==> src/design/edd_pkg.sv <==
// shared types, constants and arithmetic helpers for the error diffusion ditherer
// no dependencies
package edd_pkg;

	localparam int MAX_WIDTH   = 1024;
	localparam int COL_W       = $clog2(MAX_WIDTH);
	localparam int WIDTH_W     = COL_W + 1;
	localparam int MEM_AW      = COL_W + 1;
	localparam int MEM_DEPTH   = 2 * MAX_WIDTH;
	localparam int PIX_W       = 8;
	localparam int THR_W       = 8;
	localparam int ERR_BITS    = 16;
	localparam int PROD_W      = ERR_BITS + 5;
	localparam int ERR_MAX     = 2 ** (ERR_BITS - 1) - 1;
	localparam int QUEUE_DEPTH = 4;
	localparam int QPTR_W      = $clog2(QUEUE_DEPTH);
	localparam int CFG_IDX_W   = 1;
	localparam int CFG_DATA_W  = WIDTH_W;

	localparam logic [CFG_IDX_W-1:0] REG_THRESHOLD   = 1'b0;
	localparam logic [CFG_IDX_W-1:0] REG_IMAGE_WIDTH = 1'b1;

	localparam logic [THR_W-1:0]   THRESHOLD_RESET = THR_W'(127);
	localparam logic [WIDTH_W-1:0] WIDTH_RESET     = WIDTH_W'(MAX_WIDTH);

	localparam logic signed [PROD_W-1:0] BIAS_BASE = PROD_W'(127);
	localparam logic signed [PROD_W-1:0] SUM_WHITE = PROD_W'(255);
	localparam logic signed [PROD_W-1:0] SUM_BLACK = PROD_W'(0);
	localparam logic [PIX_W-1:0] LEVEL_WHITE = PIX_W'(255);
	localparam logic [PIX_W-1:0] LEVEL_BLACK = PIX_W'(0);

	typedef struct packed {
		logic [PIX_W-1:0] pixel;
		logic             frame_start;
		logic [COL_W-1:0] col;
		logic             last;
	} queue_word_t;

	function automatic logic signed [ERR_BITS-1:0] sat_err(input logic signed [PROD_W-1:0] v);
		logic signed [PROD_W-1:0] hi;
		logic signed [PROD_W-1:0] lo;
		hi = PROD_W'(ERR_MAX);
		lo = -hi - PROD_W'(1);
		if (v > hi) begin
			return hi[ERR_BITS-1:0];
		end else if (v < lo) begin
			return lo[ERR_BITS-1:0];
		end
		return v[ERR_BITS-1:0];
	endfunction

	// divide by 16, rounding toward zero
	function automatic logic signed [PROD_W-1:0] div16(input logic signed [PROD_W-1:0] v);
		logic signed [PROD_W-1:0] t;
		t = v + (v[PROD_W-1] ? PROD_W'(15) : PROD_W'(0));
		return t >>> 4;
	endfunction

endpackage

==> src/design/edd_front.sv <==
// front end: accepts pixel words, tracks the column and flags the last pixel of a row
// depends on edd_pkg
module edd_front (
	input  logic                          clk,
	input  logic                          arst_n,
	input  logic                          pixel_valid,
	input  logic [edd_pkg::PIX_W-1:0]     pixel,
	input  logic                          frame_start,
	input  logic [edd_pkg::WIDTH_W-1:0]   image_width,
	input  logic                          queue_full,
	output logic                          push,
	output edd_pkg::queue_word_t          word
);

	logic [edd_pkg::COL_W-1:0]   column_q;
	logic [edd_pkg::COL_W-1:0]   col;
	logic [edd_pkg::WIDTH_W-1:0] w_eff;
	logic [edd_pkg::WIDTH_W-1:0] col_next;
	logic                        last;

	always_comb begin
		priority if (image_width == '0) begin
			w_eff = edd_pkg::WIDTH_W'(1);
		end else if (image_width > edd_pkg::WIDTH_W'(edd_pkg::MAX_WIDTH)) begin
			w_eff = edd_pkg::WIDTH_W'(edd_pkg::MAX_WIDTH);
		end else begin
			w_eff = image_width;
		end
	end

	assign col      = frame_start ? '0 : column_q;
	assign col_next = edd_pkg::WIDTH_W'(col) + edd_pkg::WIDTH_W'(1);
	assign last     = (col_next >= w_eff);
	assign push     = pixel_valid & ~queue_full;

	always_comb begin
		word.pixel       = pixel;
		word.frame_start = frame_start;
		word.col         = col;
		word.last        = last;
	end

	always_ff @(posedge clk or negedge arst_n) begin
		if (!arst_n) begin
			column_q <= '0;
		end else if (push) begin
			column_q <= last ? '0 : col_next[edd_pkg::COL_W-1:0];
		end
	end

endmodule

==> config.mk <==
export PLATFORM = sky130hd
export DESIGN_NAME = edd_front
export DESIGN_NICKNAME = d
export VERILOG_FILES = /design/src/design/edd_pkg.sv /design/src/design/edd_front.sv
export SDC_FILE = /design/constraint.sdc
export NUM_CORES = 1
export LEC_CHECK = 0
export BUFFER_PORTS_ARGS = -buffer_cell sky130_fd_sc_hd__clkbuf_2
export CAP_MARGIN = 25
export CORE_MARGIN = 5
export CORE_UTILIZATION = 53
export CTS_BUF_LIST = sky130_fd_sc_hd__clkbuf_8
export CTS_CLUSTER_SIZE = 14
export DETAILED_ROUTE_END_ITERATION = 8
export PLACE_DENSITY = 0.87
export SYNTH_ARGS = -nofsm -noshare
export SYNTH_HDL_FRONTEND = slang
export SYNTH_SLANG_ARGS = --single-unit
==> constraint.sdc <==
create_clock -name clk -period 12.4 [get_ports clk]
set_clock_uncertainty 0.2 [all_clocks]
set_input_delay 2.48 -clock clk [delete_from_list [all_inputs] [get_ports clk]]
set_output_delay 2.48 -clock clk [all_outputs]
set_load 0.01 [all_outputs]
==> impl_metrics.ini, run 1 <==
[detailed_routing]
routed_wire_length_per_instance_um = 14.4
totalWireLength_um = 2570
num_vias = 1037
post_drt_via_cell_ratio = 5.79
detail_route.first_pass.iterations = 4
drtIter0Drc = 29
route.antenna.remaining_nets = 0
route.detailed.drc = 0

[critical_path]
setup.worst_path.end_class = output pin
worst-r2r-cell-count = 11
critical_path.reg2reg.startpoint = column_q[0]
worst-path-max-fanout = 17
worst_r2r_endpoint = column_q[5]
critPathTopFamily = simple AND/OR/NAND/NOR gates
setup.worst_path.class = primary input to output pin
timing.critical_path.arrival_ns = 5.33
timing.critical_path.cells = clkbuf_2, nor2b_1, ha_1, and3_1, nand3_1, xor2_1, inv_1, ha_1, nand4_1, or2_2, o211ai_2, or2_2, clkbuf_2
crit_required_ns = 9.72
cp_num_buf_inv = 3
worst-r2r-setup-slack_ns = 9.18
startpoint_type = primary input
crit_slowest_cell = sky130_fd_sc_hd__o211ai_2
max_stage_delay_ns = 0.41

[pwr]
power_per_cell_area_nw_per_um2 = 77.9
irDropWorstVdd_mv = 0.0804
p_leak_nw = 0.667

[logic_synthesis]
syn_area_per_cell_um2 = 7.92
synthesis.yosys.warnings = 0
mappedNetlistNets = 171
postSynthRegisterBits = 10
syn-instance-count = 135
ys_async_sr_fraction = 1.00
yosys.cell_types.count = 35
synth_edf_count = 0
mappedNetlistArea_um2 = 1070
yosysSeqAreaShare = 0.234
postSynth.topFlopCell = sky130_fd_sc_hd__dfrtp_1

[die]
die_x_um = 54.9
placeableCoreArea_um2 = 1940
row_count = 16
die_h_um = 54.9
dieArea_um2 = 3020
initial_utilization = 0.551
pin_count = 45

[clock_tree]
ctsHtreeMaxLevel = 1
cts_setup_buffers = 0
worst_skew_pair.late_latency_ns = 0.24
cts_resized = 0
cts.root.buffer_cell = sky130_fd_sc_hd__clkbuf_8
cts_tree = built
max-clock-path-buffers = 2
cts_made_buffers = 3
clkSinkCount = 10
cts.hold.buffers_added = 0
clkSlewWorstSetupHoldPaths_ns = 0.05

[sta]
period_needed_ns = 8.01
setup_tns_ns = 0
final.setup.worst_slack_ns = 4.39
max_slew_margin = 0.423
hold_viol = 0
layout_worst_path_cycle_share = 0.646
hold_slack_ns = 0.296
clock.fmax_mhz = 125
final-max-slew-violation-count = 0
setup_repair_after_global_routing_missed_its_margin = no
final_report_setup_violation_count = 0
worst_slew_pin_slew_ns = 0.865

[cells_and_area]
top_regs = column_q (10)
antennaDiodeCount = 0
layout.cells.non_filler = 179
mostFrequentLayoutCell = sky130_fd_sc_hd__clkbuf_2
syn2layout_area_growth_pct = 11.6
max_flop_register = column_q
fraction_of_layout_instances_using_a_drive_strength_above_1 = 0.224
mostFrequentLayoutCells = 28 x sky130_fd_sc_hd__clkbuf_2, 23 x sky130_fd_sc_hd__nand2_1, 12 x sky130_fd_sc_hd__ha_1
largest_register_ffs = 10
nNetsFinal = 190

[worst_hold_path]
hold_path.startpoint = column_q[0]
hold_end = column_q[0]
min_delay_path_depth = 2
hold_path.class = register to register

[placement]
pre_cts_ws_ns = 4.43
gp_congestion = 0.890
dpl.cell_count = 176
place_hpwl_um = 2080
io_buffers = 28

[global_route]
global_route.usage.total = 0.199
grt.overflow.total = 0
grt_pass1_wl_um = 4360
antenna_found_initial = 0
largest_net_degree_at_the_start_of_global_routing = 19
grt_pass1_vias = 948

[run_status]
status = complete, no violations

[flow_run]
max_cap_viol_count = 0
==> cells by family (layout without fill, tap and decap cells) <==
group	count (synthesis)	after routing	share of synthesized area
compound gates	21	21	0.151
fa+ha+maj	12	12	0.140
buf+inv	24	41	0.120
flops	10	10	0.234
mux	2	2	0.0187
xor+xnor	7	7	0.0573
simple gates	59	59	0.278
==> worst max path at each step <==
stage | endpoint | cells after the start | slack, ns | start
after detailed placement | word[0] | 13 | 4.43 | frame_start
after global placement | word[0] | 11 | 4.51 | frame_start
after global routing | word[0] | 13 | 4.17 | frame_start
after CTS | word[0] | 13 | 4.42 | frame_start
after floorplan | word[0] | 13 | 4.72 | frame_start
final | word[0] | 13 | 4.39 | frame_start
==> area by class of cell <==
type / count / area, um^2
repair buffers: 28 / 140
clock buffers: 3 / 41.3
multi-input cells: 101 / 691
inverters: 10 / 37.5
flip-flops and latches: 10 / 250
well taps: 27 / 33.8
fillers: 191 / 748
==> metrics by stage <==
step	utilization	cell area (um^2)	total power, mW
floorplan	-	1070	0.0536
global placement	0.593	1150	0.0582
detailed placement	0.593	1150	0.0589
CTS	0.615	1190	0.0939
global route	0.615	1190	0.0999
finish	0.615	1190	0.0930
==> worst min-delay path: stages (launching register included) <==
cell and delay, ns:
sky130_fd_sc_hd__dfrtp_1 0.35, sky130_fd_sc_hd__nand2_1 0.06, sky130_fd_sc_hd__o41ai_1 0.06
==> synth_stat cells, types with 2 or more instances <==
cell type                  count  share of area
sky130_fd_sc_hd__nand2_1      23          0.081
sky130_fd_sc_hd__ha_1         12           0.14
sky130_fd_sc_hd__buf_4        10          0.070
sky130_fd_sc_hd__dfrtp_1      10           0.23
sky130_fd_sc_hd__inv_1         9          0.032
sky130_fd_sc_hd__nor2_1        7          0.025
sky130_fd_sc_hd__nand3_1       6          0.028
sky130_fd_sc_hd__o41ai_1       6          0.049
sky130_fd_sc_hd__xor2_1        6          0.049
sky130_fd_sc_hd__nor2b_1       5          0.029
sky130_fd_sc_hd__and2b_1       4          0.028
sky130_fd_sc_hd__o31ai_1       4          0.028
sky130_fd_sc_hd__a21oi_1       3          0.014
sky130_fd_sc_hd__clkbuf_1      3          0.011
sky130_fd_sc_hd__a21o_1        2          0.014
sky130_fd_sc_hd__mux2i_1       2          0.019
sky130_fd_sc_hd__nand2b_1      2          0.012
sky130_fd_sc_hd__nand4_1       2          0.012
sky130_fd_sc_hd__nor3_1        2         0.0094
sky130_fd_sc_hd__or2_2         2          0.012
==> per-layer routing <==
metal,share of wire,track usage
met1,0.43,0.273
met2,0.49,0.317
met3,0.078,0.0322
met4,0.011,0.0648
met5,0,0
==> report_power, final <==
part / switching, mW / internal (mW)
combinational: 0.0130 / 0.00925
sequential: 0.00149 / 0.0346
clock: 0.0133 / 0.0213
Note: power is estimated with default switching activity, not from simulation.
==> run 2: changes to the inputs <==
--- a/config.mk
+++ b/config.mk
@@ -8,11 +8,11 @@
 export BUFFER_PORTS_ARGS = -buffer_cell sky130_fd_sc_hd__clkbuf_2
 export CAP_MARGIN = 25
 export CORE_MARGIN = 5
-export CORE_UTILIZATION = 53
+export CORE_UTILIZATION = 45
 export CTS_BUF_LIST = sky130_fd_sc_hd__clkbuf_8
 export CTS_CLUSTER_SIZE = 14
 export DETAILED_ROUTE_END_ITERATION = 8
-export PLACE_DENSITY = 0.87
+export PLACE_DENSITY = 0.79
 export SYNTH_ARGS = -nofsm -noshare
 export SYNTH_HDL_FRONTEND = slang
 export SYNTH_SLANG_ARGS = --single-unit
==> constraint.sdc (replaced) <==
create_clock -name clk -period 6.9 [get_ports clk]
set_clock_uncertainty 0.2 [all_clocks]
set_input_delay 1.38 -clock clk [delete_from_list [all_inputs] [get_ports clk]]
set_output_delay 1.38 -clock clk [all_outputs]
set_load 0.01 [all_outputs]
==> run 2 against run 1 <==
Net effect:
- first-iteration DRC count decreased by 52%
- combinational power is 82% higher
- worst hold slack improved by 0.0023 ns
- register-to-register slack worse by 5.5 ns
- die area up 14%
- highest routed layer unchanged
==> impl_metrics.ini, run 2 (synthesis results as in run 1) <==
[sta]
hold_viol = 0
worst_slew_pin_slew_ns = 0.598
final_report_setup_violation_count = 0
setup_repair_after_global_routing_missed_its_margin = no
max_slew_margin = 0.602
setup_tns_ns = 0
layout_worst_path_cycle_share = 0.849
period_needed_ns = 5.86
final-max-slew-violation-count = 0
clock.fmax_mhz = 171

[detailed_routing]
post_drt_via_cell_ratio = 5.59
detail_route.first_pass.iterations = 4
route.detailed.drc = 0
num_vias = 1018
route.antenna.remaining_nets = 0
routed_wire_length_per_instance_um = 14.7
totalWireLength_um = 2670
drtIter0Drc = 14

[clock_tree]
clkSinkCount = 10
cts_resized = 0
worst_skew_pair.late_latency_ns = 0.24
ctsHtreeMaxLevel = 1
max-clock-path-buffers = 2
cts_made_buffers = 3
cts_tree = built
cts_setup_buffers = 0
cts.hold.buffers_added = 0
cts.root.buffer_cell = sky130_fd_sc_hd__clkbuf_8
clkSlewWorstSetupHoldPaths_ns = 0.05

[cells_and_area]
nFillCells = 225
syn2layout_area_growth_pct = 13.7
post-route-cell-area_um2 = 1220
largest_register_ffs = 10
max_flop_register = column_q
top_regs = column_q (10)
nNetsFinal = 191
fraction_of_layout_instances_using_a_drive_strength_above_1 = 0.234
mostFrequentLayoutCells = 28 x sky130_fd_sc_hd__clkbuf_2, 23 x sky130_fd_sc_hd__nand2_1, 12 x sky130_fd_sc_hd__ha_1
antennaDiodeCount = 0
mostFrequentLayoutCell = sky130_fd_sc_hd__clkbuf_2

[die]
die_h_um = 58.8
die_x_um = 58.8
placeableCoreArea_um2 = 2230
row_count = 17
initial_utilization = 0.479
dieArea_um2 = 3450
pin_count = 45

[worst_hold_path]
hold_path.class = register to register
hold_path.startpoint = column_q[8]
hold_end = column_q[8]
min_delay_path_depth = 2

[pwr]
finalPower_mw = 0.182
share_comb_of_total_power = 0.223
share_clk_of_total_power = 0.420
intPower_mw = 0.129
irDropWorstVdd_mv = 0.161
sw_frac_of_total = 0.290
power_per_cell_area_nw_per_um2 = 150
switching_power_mw = 0.0527
p_leak_nw = 0.680
power.share.sequential = 0.358

[critical_path]
critical_path.reg2reg.startpoint = column_q[0]
worst-path-max-fanout = 17
worst_r2r_endpoint = column_q[6]
timing.critical_path.arrival_ns = 4.28
setup.worst_path.class = primary input to output pin
setup.worst_path.end_class = output pin
worst-r2r-cell-count = 11
worst-r2r-setup-slack_ns = 3.65
startpoint_type = primary input
crit_required_ns = 5.32

[placement]
placed_instance_area_um2 = 1160
gp_congestion = 0.879
io_buffers = 28
place_hpwl_um = 2170

[global_route]
global_route.usage.total = 0.163
largest_net_degree_at_the_start_of_global_routing = 19
grt.overflow.total = 0
grt_pass1_wl_um = 4350
grt_pass1_vias = 958
antenna_found_initial = 0

[flow_run]
max_cap_viol_count = 0

[run_status]
status = complete, no violations
run 2: critical path, stage by stage:
cell                       delay [ns]
sky130_fd_sc_hd__clkbuf_2        0.21
sky130_fd_sc_hd__nor2b_1         0.33
sky130_fd_sc_hd__ha_1            0.27
sky130_fd_sc_hd__and3_1          0.20
sky130_fd_sc_hd__nand3_1         0.13
sky130_fd_sc_hd__xor2_1          0.21
sky130_fd_sc_hd__inv_1           0.06
sky130_fd_sc_hd__ha_1            0.30
sky130_fd_sc_hd__nand4_1         0.12
sky130_fd_sc_hd__or2_2           0.33
sky130_fd_sc_hd__o211ai_2        0.41
sky130_fd_sc_hd__or2_2           0.19
sky130_fd_sc_hd__clkbuf_2        0.12
run 2: cell type report:
class | count | area [um^2] | area share
Clock buffer | 4 | 55.1 | 0.0453
Inverter | 10 | 37.5 | 0.0309
Multi-Input combinational cell | 101 | 691 | 0.568
Sequential cell | 10 | 250 | 0.206
Tap cell | 28 | 35.0 | 0.0288
Timing Repair Buffer | 29 | 148 | 0.121
run 2: metrics by stage:
step	setup WS [ns]	util	hold WS [ns]	cells
6_report	1.04	0.545	0.298	182
5_1_grt	0.865	0.545	0.322	182
4_1_cts	1.07	0.545	0.303	182
3_5_place_dp	1.09	0.520	0.290	178
3_3_place_gp	1.18	0.520	0.271	178
2_1_floorplan	1.42	-	0.243	135
run 2: worst max path at each step:
stage | from | end | slack, ns | depth (start not counted)
2_1_floorplan | frame_start | word[0] | 1.42 | 13
3_3_place_gp | frame_start | word[0] | 1.18 | 13
3_5_place_dp | frame_start | word[0] | 1.09 | 13
4_1_cts | frame_start | word[0] | 1.07 | 13
5_1_grt | frame_start | word[0] | 0.86 | 13
6_report | frame_start | word[0] | 1.04 | 13
run 2: power by group through the flow:
stage                     registers [mW]  clock network (mW)  logic [mW]
after floorplan                   0.0651                   0      0.0313
after global placement            0.0656                   0      0.0391
after detailed placement          0.0660                   0      0.0404
after CTS                         0.0651              0.0772      0.0407
after global routing              0.0655              0.0817      0.0455
final                             0.0652              0.0764      0.0406
run 2: metal layers:
metal | GRT usage | vias up | share of wire
li1 | - | 501 | -
met1 | 0.189 | 475 | 0.41
met2 | 0.273 | 34 | 0.50
met3 | 0.0482 | 8 | 0.063
met4 | 0.0777 | 0 | 0.020
met5 | 0 | - | 0
