### src/design/edd_pkg.sv
// shared types, constants and arithmetic helpers for the error diffusion ditherer
// no dependencies
package edd_pkg;

	localparam int MAX_WIDTH   = 1024;
	localparam int COL_W       = $clog2(MAX_WIDTH);
	localparam int WIDTH_W     = COL_W + 1;
	localparam int MEM_AW      = COL_W + 1;
	localparam int MEM_DEPTH   = 2 * MAX_WIDTH;
	localparam int PIX_W       = 8;
	localparam int THR_W       = 8;
	localparam int ERR_BITS    = 16;
	localparam int PROD_W      = ERR_BITS + 5;
	localparam int ERR_MAX     = 2 ** (ERR_BITS - 1) - 1;
	localparam int QUEUE_DEPTH = 4;
	localparam int QPTR_W      = $clog2(QUEUE_DEPTH);
	localparam int CFG_IDX_W   = 1;
	localparam int CFG_DATA_W  = WIDTH_W;

	localparam logic [CFG_IDX_W-1:0] REG_THRESHOLD   = 1'b0;
	localparam logic [CFG_IDX_W-1:0] REG_IMAGE_WIDTH = 1'b1;

	localparam logic [THR_W-1:0]   THRESHOLD_RESET = THR_W'(127);
	localparam logic [WIDTH_W-1:0] WIDTH_RESET     = WIDTH_W'(MAX_WIDTH);

	localparam logic signed [PROD_W-1:0] BIAS_BASE = PROD_W'(127);
	localparam logic signed [PROD_W-1:0] SUM_WHITE = PROD_W'(255);
	localparam logic signed [PROD_W-1:0] SUM_BLACK = PROD_W'(0);
	localparam logic [PIX_W-1:0] LEVEL_WHITE = PIX_W'(255);
	localparam logic [PIX_W-1:0] LEVEL_BLACK = PIX_W'(0);

	typedef struct packed {
		logic [PIX_W-1:0] pixel;
		logic             frame_start;
		logic [COL_W-1:0] col;
		logic             last;
	} queue_word_t;

	function automatic logic signed [ERR_BITS-1:0] sat_err(input logic signed [PROD_W-1:0] v);
		logic signed [PROD_W-1:0] hi;
		logic signed [PROD_W-1:0] lo;
		hi = PROD_W'(ERR_MAX);
		lo = -hi - PROD_W'(1);
		if (v > hi) begin
			return hi[ERR_BITS-1:0];
		end else if (v < lo) begin
			return lo[ERR_BITS-1:0];
		end
		return v[ERR_BITS-1:0];
	endfunction

	// divide by 16, rounding toward zero
	function automatic logic signed [PROD_W-1:0] div16(input logic signed [PROD_W-1:0] v);
		logic signed [PROD_W-1:0] t;
		t = v + (v[PROD_W-1] ? PROD_W'(15) : PROD_W'(0));
		return t >>> 4;
	endfunction

endpackage

### src/design/edd_queue.sv
// short queue between front and back end of the ditherer
// depends on edd_pkg
module edd_queue (
	input  logic                 clk,
	input  logic                 arst_n,
	input  logic                 push,
	input  edd_pkg::queue_word_t push_word,
	input  logic                 pop,
	output logic                 full,
	output logic                 head_valid,
	output edd_pkg::queue_word_t head
);

	edd_pkg::queue_word_t          slot_q [edd_pkg::QUEUE_DEPTH];
	logic [edd_pkg::QPTR_W-1:0]    wr_ptr_q;
	logic [edd_pkg::QPTR_W-1:0]    rd_ptr_q;
	logic [edd_pkg::QPTR_W:0]      count_q;
	logic                          do_push;
	logic                          do_pop;

	assign full       = (count_q == (edd_pkg::QPTR_W+1)'(edd_pkg::QUEUE_DEPTH));
	assign head_valid = (count_q != '0);
	assign head       = slot_q[rd_ptr_q];
	assign do_push    = push & ~full;
	assign do_pop     = pop & head_valid;

	always_ff @(posedge clk) begin
		if (do_push) begin
			slot_q[wr_ptr_q] <= push_word;
		end
	end

	always_ff @(posedge clk or negedge arst_n) begin
		if (!arst_n) begin
			wr_ptr_q <= '0;
			rd_ptr_q <= '0;
			count_q  <= '0;
		end else begin
			if (do_push) begin
				wr_ptr_q <= wr_ptr_q + edd_pkg::QPTR_W'(1);
			end
			if (do_pop) begin
				rd_ptr_q <= rd_ptr_q + edd_pkg::QPTR_W'(1);
			end
			unique case ({do_push, do_pop})
				2'b10:   count_q <= count_q + (edd_pkg::QPTR_W+1)'(1);
				2'b01:   count_q <= count_q - (edd_pkg::QPTR_W+1)'(1);
				default: count_q <= count_q;
			endcase
		end
	end

endmodule

### config.mk
export PLATFORM = sky130hd
export DESIGN_NAME = edd_queue
export DESIGN_NICKNAME = d
export VERILOG_FILES = /design/src/design/edd_pkg.sv /design/src/design/edd_queue.sv
export SDC_FILE = /design/constraint.sdc
export NUM_CORES = 1
export LEC_CHECK = 0
export BUFFER_PORTS_ARGS = -buffer_cell sky130_fd_sc_hd__buf_2
export CAP_MARGIN = 30
export CORE_MARGIN = 4
export CORE_UTILIZATION = 50
export CTS_BUF_LIST = sky130_fd_sc_hd__clkbuf_16
export DETAILED_ROUTE_END_ITERATION = 16
export HOLD_SLACK_MARGIN = 0.06
export PLACE_DENSITY = 0.76
export RECOVER_POWER = 100
export SYNTH_ARGS = -nofsm -noshare
export SYNTH_HDL_FRONTEND = slang
export SYNTH_SLANG_ARGS = --single-unit
export TNS_END_PERCENT = 10
### constraint.sdc
create_clock -name clk -period 1.98 [get_ports clk]
set_input_delay 0.198 -clock clk [delete_from_list [all_inputs] [get_ports clk]]
set_output_delay 0.198 -clock clk [all_outputs]
set_load 0.05 [all_outputs]
==> qor.txt, run 1 <==
CTS max path bufs -> 2
Multi-input logic area -> 708 sq um
H-tree levels -> 3
Lkg Pwr -> 1.41 nW
First-pass GRT wire length -> 8.58 mm
IO Pins -> 46
Max Slew Vio Count -> 0
Placed Instances -> 264
Die area -> 0.00805 sq mm
Num CTS Buffers -> 9
Vias in the first global route -> 1,677
Die height -> 89.7 um
Post-synth ARST share -> 8.05%
Die W -> 89.7 um
Yosys warns -> 0
Buffers on Ports -> 45
CTS sink count -> 87
Tightest Hold Check Type -> primary input to register
Distinct cell type count after synthesis -> 20
Crit Path Category -> register to primary output
EDFF count, synth -> 80
Synth top area share -> 72.0%
Final Cycle Share -> 98.4%
Top-count cell post-synth -> edfxtp_1
Tot GR Track Use -> 14.5%
Max cap viols -> 0
Synth area leader -> edfxtp_1
Area Overhead vs Synth -> 20.4%
Routed len/inst -> 18.7 um
CTS tree -> yes
Share of layout cells above drive strength 1 -> 36.2%
CTS root buf -> clkbuf_16
Cell Area, Synth -> 0.00334 sq mm
Antenna Cells -> 0
Sequential standard cell area -> 0.00258 sq mm
RSZ-0062 raised after global routing -> yes
Mapped Nets -> 171
Total grt overflow -> 0
Achievable Freq -> 0.513 GHz
Cell Rows -> 29
RePlAce Congestion -> 0.666
Final setup fails -> 0
Fin. Hold Viols -> 0
Initial antenna violation count -> 0
Ys flop type -> edfxtp_1
Startpoint Class -> register
Yosys reg bits -> 87
Largest net degree at the start of global routing -> 21
Drt first pass iters -> 4
Peak VDD IR -> 1020 uV
Routed Antenna Nets -> 0
Crit-path max FO -> 10
Setup TNS -> 0 ns
HPWL after detailed placement -> 3.42 mm
Routed wire length -> 5.31 mm
Max-slew headroom -> 60.9%
Syn Inst Count -> 141
Final worst setup slack -> 0.0325 ns
DRC -> 0
Worst hold slack -> 0.127 ns
Cell area power density -> 1750 mW/mm^2
Worst Tran Pin Value -> 0.589 ns
Layout fillers -> 440
Synth top cells by count -> edfxtp_1, mux4_2, dfrtp_1
Initial Utilization -> 52.0%
Worst-path clk slew -> 0.06 ns
Outcome -> finished clean
Crit end category -> primary output
Synth top area cells -> edfxtp_1, mux4_2, dfrtp_1
Non-Filler Instances -> 284
Detailed-route via count -> 1,507
Mean Syn Cell Area -> 23.7 sq um
Iter 0 DRT Violations -> 78
Core area -> 0.00642 sq mm
Fin Clk Skew -> 0.00496 ns
Final worst path period need -> 1.95 ns
Worst-Skew Late Latency -> 0.33 ns
Post-Layout Inst Area -> 0.00402 sq mm
Sequential share of the synthesized area -> 77.2%
Vias/cell -> 5.31
Dpl ws -> 0.0153 ns
Pwr Total -> 7.04 mW
WP data arrival -> 1.75 ns
Post-layout util -> 62.6%
CP Data Required Time -> 1.78 ns
Placed Area -> 0.00371 sq mm
Nets@finish -> 233
## report_power, final
part	total, mW	switching [mW]	internal, mW
Sequential	2.62	0.159	2.46
Clock	1.56	0.605	0.953
Combinational	2.86	1.82	1.04
Total	7.04	2.59	4.45
## final timing paths
| check | startpoint | endpoint | slack [ns] | depth (start not counted) |
|---|---|---|---|---|
| hold / removal | push_word[7] | slot_q[3][7] | 0.13 | 1 |
| hold reg to reg | count_q[2] | count_q[2] | 0.55 | 1 |
| setup / recovery | rd_ptr_q[0] | head[19] | 0.03 | 3 |
| setup reg to reg | count_q[2] | slot_q[2][4] | 0.10 | 5 |
| min in group asynchronous | arst_n | wr_ptr_q[0] | 0.31 | 2 |
| max in group asynchronous | arst_n | rd_ptr_q[0] | 1.36 | 2 |
## registers in the layout, indices dropped and copies added, names as in the netlist
signal and cells:
slot_q 80, count_q 3, rd_ptr_q 2, wr_ptr_q 2
## critical path: stages (launching register included)
cell and delay (ns):
dfrtp_2 0.46, buf_12 0.18, mux4_1 0.56, buf_2 0.23
## final cells by class
cell class              instances  share of cell area, %
flip-flops and latches         87                   64.2
multi-input cells              44                   17.6
repair buffers                 55                   8.28
clock buffers                   9                   5.61
well taps                      77                   2.40
clock inverters                 6                   1.31
inverters                       6                  0.561
## repair_timing
action / 4_1_cts / 5_1_grt
endpoints found under the hold margin: 7 / 0
buffers inserted: 1 / 2
setup endpoints to repair: 3 / 11
pin swaps: 0 / 2
gates resized for setup: 11 / 3
hold buffers: 1 / 0
gates cloned: 1 / 0
## cells in the final DEF (no fill, tap or decap), types with 5 or more instances in the layout
master / n
buf_2: 6
buf_4: 6
clkbuf_1: 23
clkbuf_16: 9
clkbuf_2: 7
clkbuf_4: 9
dfrtp_1: 5
edfxtp_1: 80
ha_1: 5
inv_1: 5
mux4_2: 18
## logic make-up (layout without fill, tap and decap cells)
kind of cell / after synthesis / after routing / synth area share, %
DFF: 87 / 87 / 77.2
and+or+nand+nor: 9 / 9 / 2.32
muxes: 22 / 22 / 14.5
adders and majority gates: 6 / 6 / 2.47
buffers and inverters: 10 / 76 / 1.65
AOI/OAI and AO/OA: 1 / 1 / 0.300
xor gates and xnor gates: 6 / 6 / 1.57
## metal layers
layer | GRT usage, % | vias up | part of all wire (%)
met5 | 0 | - | 0
met4 | 7.28 | 0 | 1.1
met3 | 4.67 | 4 | 5.7
met2 | 23.7 | 39 | 52
met1 | 17.5 | 766 | 41
li1 | - | 698 | -
No activity file was read; power rests on OpenSTA's default activity.
==> run 2: changes to the inputs <==
- CTS_BUF_LIST: sky130_fd_sc_hd__clkbuf_16 -> unset
==> run 2 against run 1 <==
Power decreased by 6.5%. Global-route usage decreased by 0.76 points. Sequential cell count unchanged. Clock skew increased by 0.0021 ns. Largest cell class unchanged. Critical path depth unchanged. Highest routed layer unchanged. Final cell count increased by 0.35%. Maximum frequency about the same.
==> qor.txt, run 2 (synthesis results as in run 1) <==
Num CTS Buffers -> 9 (unchanged)
Die height -> 89.7 um (unchanged)
Initial antenna violation count -> 0 (unchanged)
Die area -> 0.00805 sq mm (unchanged)
Vias/cell -> 5.31 (+0.11%)
Post-layout util -> 61.1% (-1.5 points)
Final worst setup slack -> 0.0308 ns (-0.00171 ns)
HPWL after detailed placement -> 3.42 mm (unchanged)
Max cap viols -> 0 (unchanged)
Max-slew headroom -> 60.9% (unchanged)
Tot GR Track Use -> 13.8% (-0.76 points)
Worst-Skew Late Latency -> 0.33 ns (about the same)
Top reg by flops -> slot_q
Nets@finish -> 234 (+0.43%)
Layout fillers -> 447 (+1.6%)
Final Cycle Share -> 98.4% (about the same)
Most frequent cells in the layout -> edfxtp_1, clkbuf_1, mux4_2
CTS max path bufs -> 2 (unchanged)
Vias in the first global route -> 1,655 (-1.3%)
IO Pins -> 46 (unchanged)
Antenna Cells -> 0 (unchanged)
Hold path endpoint -> slot_q[0][3]
RSZ-0062 raised after global routing -> yes
Multi-input logic area -> 708 sq um (unchanged)
Hold path startpoint -> push_word[3]
Fin. Hold Viols -> 0 (unchanged)
Post-Layout Inst Area -> 0.00392 sq mm (-2.4%)
Commonest non-fill, non-tap cell in the layout -> edfxtp_1
Tightest Hold Check Type -> primary input to register
FF-to-FF End -> slot_q[0][4]
Sequential standard cell area -> 0.00258 sq mm (unchanged)
DRC -> 0 (unchanged)
Cells on worst reg2reg path -> 4 (-1)
Peak VDD IR -> 1090 uV (+6.1%)
Final setup fails -> 0 (unchanged)
Iter 0 DRT Violations -> 68 (-13%)
Share of layout cells above drive strength 1 -> 36.1% (-0.17 points)
Die W -> 89.7 um (unchanged)
Cell area power density -> 1680 mW/mm^2 (-4.3%)
Biggest regs -> slot_q: 80 flops, count_q: 3 flops
Max Slew Vio Count -> 0 (unchanged)
Dpl ws -> 0.0153 ns (unchanged)
Fin Clk Skew -> 0.00707 ns (+0.00211 ns)
CTS root buf -> clkbuf_8
Worst hold slack -> 0.135 ns (+0.00746 ns)
Total grt overflow -> 0 (unchanged)
Routed len/inst -> 18.1 um (-3.1%)
Core area -> 0.00642 sq mm (unchanged)
H-tree levels -> 3 (unchanged)
Achievable Freq -> 0.513 GHz (about the same)
Crit end category -> primary output
Detailed-route via count -> 1,514 (+0.46%)
Buffers on Ports -> 45 (unchanged)
Final worst path period need -> 1.95 ns (+0.00171 ns)
RePlAce Congestion -> 0.666 (unchanged)
R2R Path Start -> count_q[2]
Setup TNS -> 0 ns (unchanged)
First-pass GRT wire length -> 8.37 mm (-2.5%)
Pwr Total -> 6.58 mW (-6.5%)
Routed Antenna Nets -> 0 (unchanged)
Hold path depth -> 1 (unchanged)
Lkg Pwr -> 1.37 nW (-3.0%)
Worst-path clk slew -> 0.07 ns (about the same)
Largest register FFs -> 80 (unchanged)
Non-Filler Instances -> 285 (+0.35%)
WP data arrival -> 1.75 ns (about the same)
CTS tree -> yes
CP Data Required Time -> 1.78 ns (about the same)
Outcome -> finished clean
Worst Tran Pin Value -> 0.589 ns (-0.00000101 ns)
Crit Path Category -> register to primary output
Startpoint Class -> register
R2R Setup Slk -> 0.08 ns (-0.02 ns)
Cell Rows -> 29 (unchanged)
Placed Instances -> 264 (unchanged)
Crit-path max FO -> 10 (unchanged)
Initial Utilization -> 52.0% (unchanged)
Area Overhead vs Synth -> 17.5%
Placed Area -> 0.00371 sq mm (unchanged)
CTS sink count -> 87 (unchanged)
Largest net degree at the start of global routing -> 21 (unchanged)
Routed wire length -> 5.17 mm (-2.7%)
Drt first pass iters -> 6 (+2)
==> run 2: cell count changes in the layout (fill, tap and decap cells not counted) <==
cell           before  now
buf_4               6   13
buf_2               6   11
dlygate4sd3_1       1    2
clkbuf_4            9    3
buf_6               1    0
clkbuf_2            7    2
clkbuf_8            0    9
clkbuf_16           9    0
==> run 2: worst max path at each step <==
stage	from	end	slack, ns
5_1_grt	rd_ptr_q[0]	head[19]	-0.04
3_3_place_gp	count_q[0]	count_q[2]	0.14
3_5_place_dp	count_q[0]	count_q[2]	0.02
4_1_cts	rd_ptr_q[0]	head[15]	-0.02
6_report	rd_ptr_q[0]	head[19]	0.03
2_1_floorplan	count_q[0]	count_q[2]	-0.21
==> run 2: routing by layer <==
layer	up-vias	track usage, %	share of wire, %
li1	699	-	-
met1	774	17.3	43
met2	35	23.0	52
met3	6	3.42	4.2
met4	0	5.75	1.2
met5	-	0	0
==> run 2: worst max-delay path, cell delays in order (launching register included) <==
cell     delay (ns)
dfrtp_2        0.46
buf_12         0.18
mux4_1         0.56
buf_2          0.23
==> run 2: power breakdown <==
group	switching, mW	leakage [nW]	internal (mW)
clock network	0.532	0.0937	0.561
registers	0.158	0.812	2.45
logic	1.82	0.466	1.05
==> run 2: repair_timing <==
item,4_1_cts,5_1_grt
resized for setup,11,3
hold endpoints to repair,7,4
cloned,1,0
endpoints found under the setup margin,5,11
buffers inserted,1,2
pin swaps,0,2
hold buffers,1,1
==> run 2: final cells by class <==
class	instances	share of cell area, %
inverter	6	0.574
tap	77	2.46
sequential	87	65.8
clock buffer	9	3.16
multi-input combinational	44	18.1
clock inverter	6	1.34
timing repair buffer	56	8.64
==> run 3: changes to the inputs <==
- SETUP_SLACK_MARGIN: unset -> 0.15
- SKIP_CTS_REPAIR_TIMING: unset -> 1
==> run 3 against run 2 <==
Maximum frequency up 0.77%. Final cell count up 0.35%. Clock skew down 0.0020 ns. Setup slack better by 0.015 ns. Hold slack worse by 0.011 ns. Count of clock-buffer cells in the layout unchanged. Via count up 0.13%. Clock power about the same. Global-route usage down 0.20 points. Power up 7.3%. Sequential cell count unchanged. Register-to-register slack about the same. Critical path type unchanged. Largest cell class unchanged.
==> qor.txt, run 3 (synthesis results as in run 1) <==
Routed Antenna Nets -> 0 (unchanged)
Core area -> 0.00642 sq mm (unchanged)
Max Slew Vio Count -> 0 (unchanged)
Detailed-route via count -> 1,516 (+0.13%)
Final setup fails -> 0 (unchanged)
Num CTS Buffers -> 9 (unchanged)
RSZ-0062 raised after global routing -> yes
Final worst path period need -> 1.93 ns (-0.0149 ns)
Critical Path Slowest Stage Cell -> mux4_2
Part of the power in the clock network -> 15.6% (-1.0 points)
Tightest Hold Check Type -> primary input to register
CTS max path bufs -> 2 (unchanged)
Fin Clk Skew -> 0.00508 ns (-0.00199 ns)
Int Pwr -> 4.42 mW (+8.9%)
Lkg Pwr -> 1.42 nW (+3.8%)
Antenna Cells -> 0 (unchanged)
First-pass GRT wire length -> 8.26 mm (-1.3%)
Combinational Power Share -> 47.2% (+3.5 points)
Nets@finish -> 235 (+0.43%)
Achievable Freq -> 0.517 GHz (+0.77%)
Outcome -> finished clean
Tot GR Track Use -> 13.6% (-0.20 points)
Vias in the first global route -> 1,655 (unchanged)
Total grt overflow -> 0 (unchanged)
Cell area power density -> 1730 mW/mm^2 (+3.3%)
CP Data Required Time -> 1.78 ns (about the same)
Post-layout util -> 63.4% (+2.4 points)
Die area -> 0.00805 sq mm (unchanged)
Crit-path cells -> clkbuf_16 > mux4_2 > buf_6
IO Pins -> 46 (unchanged)
Layout fillers -> 437 (-2.2%)
H-tree levels -> 3 (unchanged)
Worst-Skew Late Latency -> 0.33 ns (about the same)
Startpoint Class -> register
Share of layout cells above drive strength 1 -> 37.3% (+1.3 points)
Switching share of power -> 37.3% (-0.93 points)
Iter 0 DRT Violations -> 103 (+51%)
Top reg by flops -> slot_q
Most frequent cells in the layout -> edfxtp_1, clkbuf_1, mux4_2
CP delay by family, top -> multiplexers
Area Overhead vs Synth -> 22.0%
CTS sink count -> 87 (unchanged)
Max stage delay on crit path -> 0.52 ns (-0.04 ns)
Peak VDD IR -> 1060 uV (-2.3%)
Drt first pass iters -> 4 (-2)
Setup TNS -> 0 ns (unchanged)
Crit-path max FO -> 6 (-4)
Vias/cell -> 5.30 (-0.22%)
Buf/Inv on CP -> 2 (unchanged)
Flop pwr share -> 37.2% (-2.5 points)
Switching pwr -> 2.63 mW (+4.7%)
Crit end category -> primary output
WP data arrival -> 1.74 ns (about the same)
CTS root buf -> clkbuf_8
Die W -> 89.7 um (unchanged)
Crit Path Category -> register to primary output
Initial antenna violation count -> 0 (unchanged)
DRC -> 0 (unchanged)
Fin. Hold Viols -> 0 (unchanged)
Final Cycle Share -> 97.7% (-0.75 points)
Commonest non-fill, non-tap cell in the layout -> edfxtp_1
Routed wire length -> 5.46 mm (+5.5%)
HPWL after detailed placement -> 3.42 mm (unchanged)
Routed len/inst -> 19.1 um (+5.1%)
Largest register FFs -> 80 (unchanged)
CTS tree -> yes
Worst-path clk slew -> 0.08 ns (about the same)
Max-slew headroom -> 60.9% (about the same)
Biggest regs -> slot_q: 80 flops, count_q: 3 flops
RePlAce Congestion -> 0.666 (unchanged)
Initial Utilization -> 52.0% (unchanged)
Buffers on Ports -> 45 (unchanged)
Max cap viols -> 0 (unchanged)
Largest net degree at the start of global routing -> 21 (unchanged)
Cell Rows -> 29 (unchanged)
Worst Tran Pin Value -> 0.589 ns (-0.000201 ns)
Die height -> 89.7 um (unchanged)
[run 3: cell type report]
cell class	instances	area [sq um]	area share (%)
Timing Repair Buffer	57	500	12.3
Tap cell	77	96.3	2.36
Inverter	6	22.5	0.553
Multi-Input combinational cell	44	698	17.1
Clock buffer	9	124	3.04
Clock inverter	6	52.6	1.29
Sequential cell	87	2580	63.3
[run 3: routing by layer]
layer  routed length [um]  GRT usage (%)
met1                 2230           16.7
met4                   60           5.75
met3                  247           3.51
met5                    0              0
met2                 2920           22.9
[run 3: worst reg2reg max path, delay by kind of cell (launching register included)]
family	cells	cell delay [ns]
simple gates	3	0.47
flops	1	0.42
buf+inv	2	0.11
fa+ha+maj	2	0.49
xor+xnor	2	0.33
[run 3: per-stage QoR]
step | hold slack [ns] | area (sq um) | cells | power, mW | setup WS [ns]
after detailed placement | 0.0466 | 3710 | 264 | 5.42 | 0.0153
after global placement | 0.0340 | 3710 | 264 | 5.33 | 0.144
final | 0.124 | 4070 | 286 | 7.05 | 0.0458
after floorplan | -0.0976 | 3340 | 141 | 4.77 | -0.207
after global routing | 0.126 | 4070 | 286 | 7.38 | -0.0511
after CTS | -0.315 | 3880 | 279 | 6.51 | -0.0602
[run 3: worst paths after layout]
kind,startpoint,endpoint,slack [ns],cells past startpoint
max,rd_ptr_q[0],head[8],0.05,3
min,push_word[14],slot_q[2][14],0.12,1
max reg2reg,count_q[2],count_q[2],0.09,9
min reg2reg,count_q[2],count_q[2],0.56,1
max in group asynchronous,arst_n,rd_ptr_q[0],1.34,2
min in group asynchronous,arst_n,count_q[2],0.31,2
[run 3: power by group through the flow]
| stage | Combinational, mW | Sequential, mW | Clock [mW] |
|---|---|---|---|
| 2_1_floorplan | 2.17 | 2.60 | 0 |
| 3_3_place_gp | 2.72 | 2.61 | 0 |
| 4_1_cts | 2.78 | 2.61 | 1.13 |
| 3_5_place_dp | 2.77 | 2.65 | 0 |
| 5_1_grt | 3.49 | 2.66 | 1.22 |
| 6_report | 3.33 | 2.63 | 1.10 |
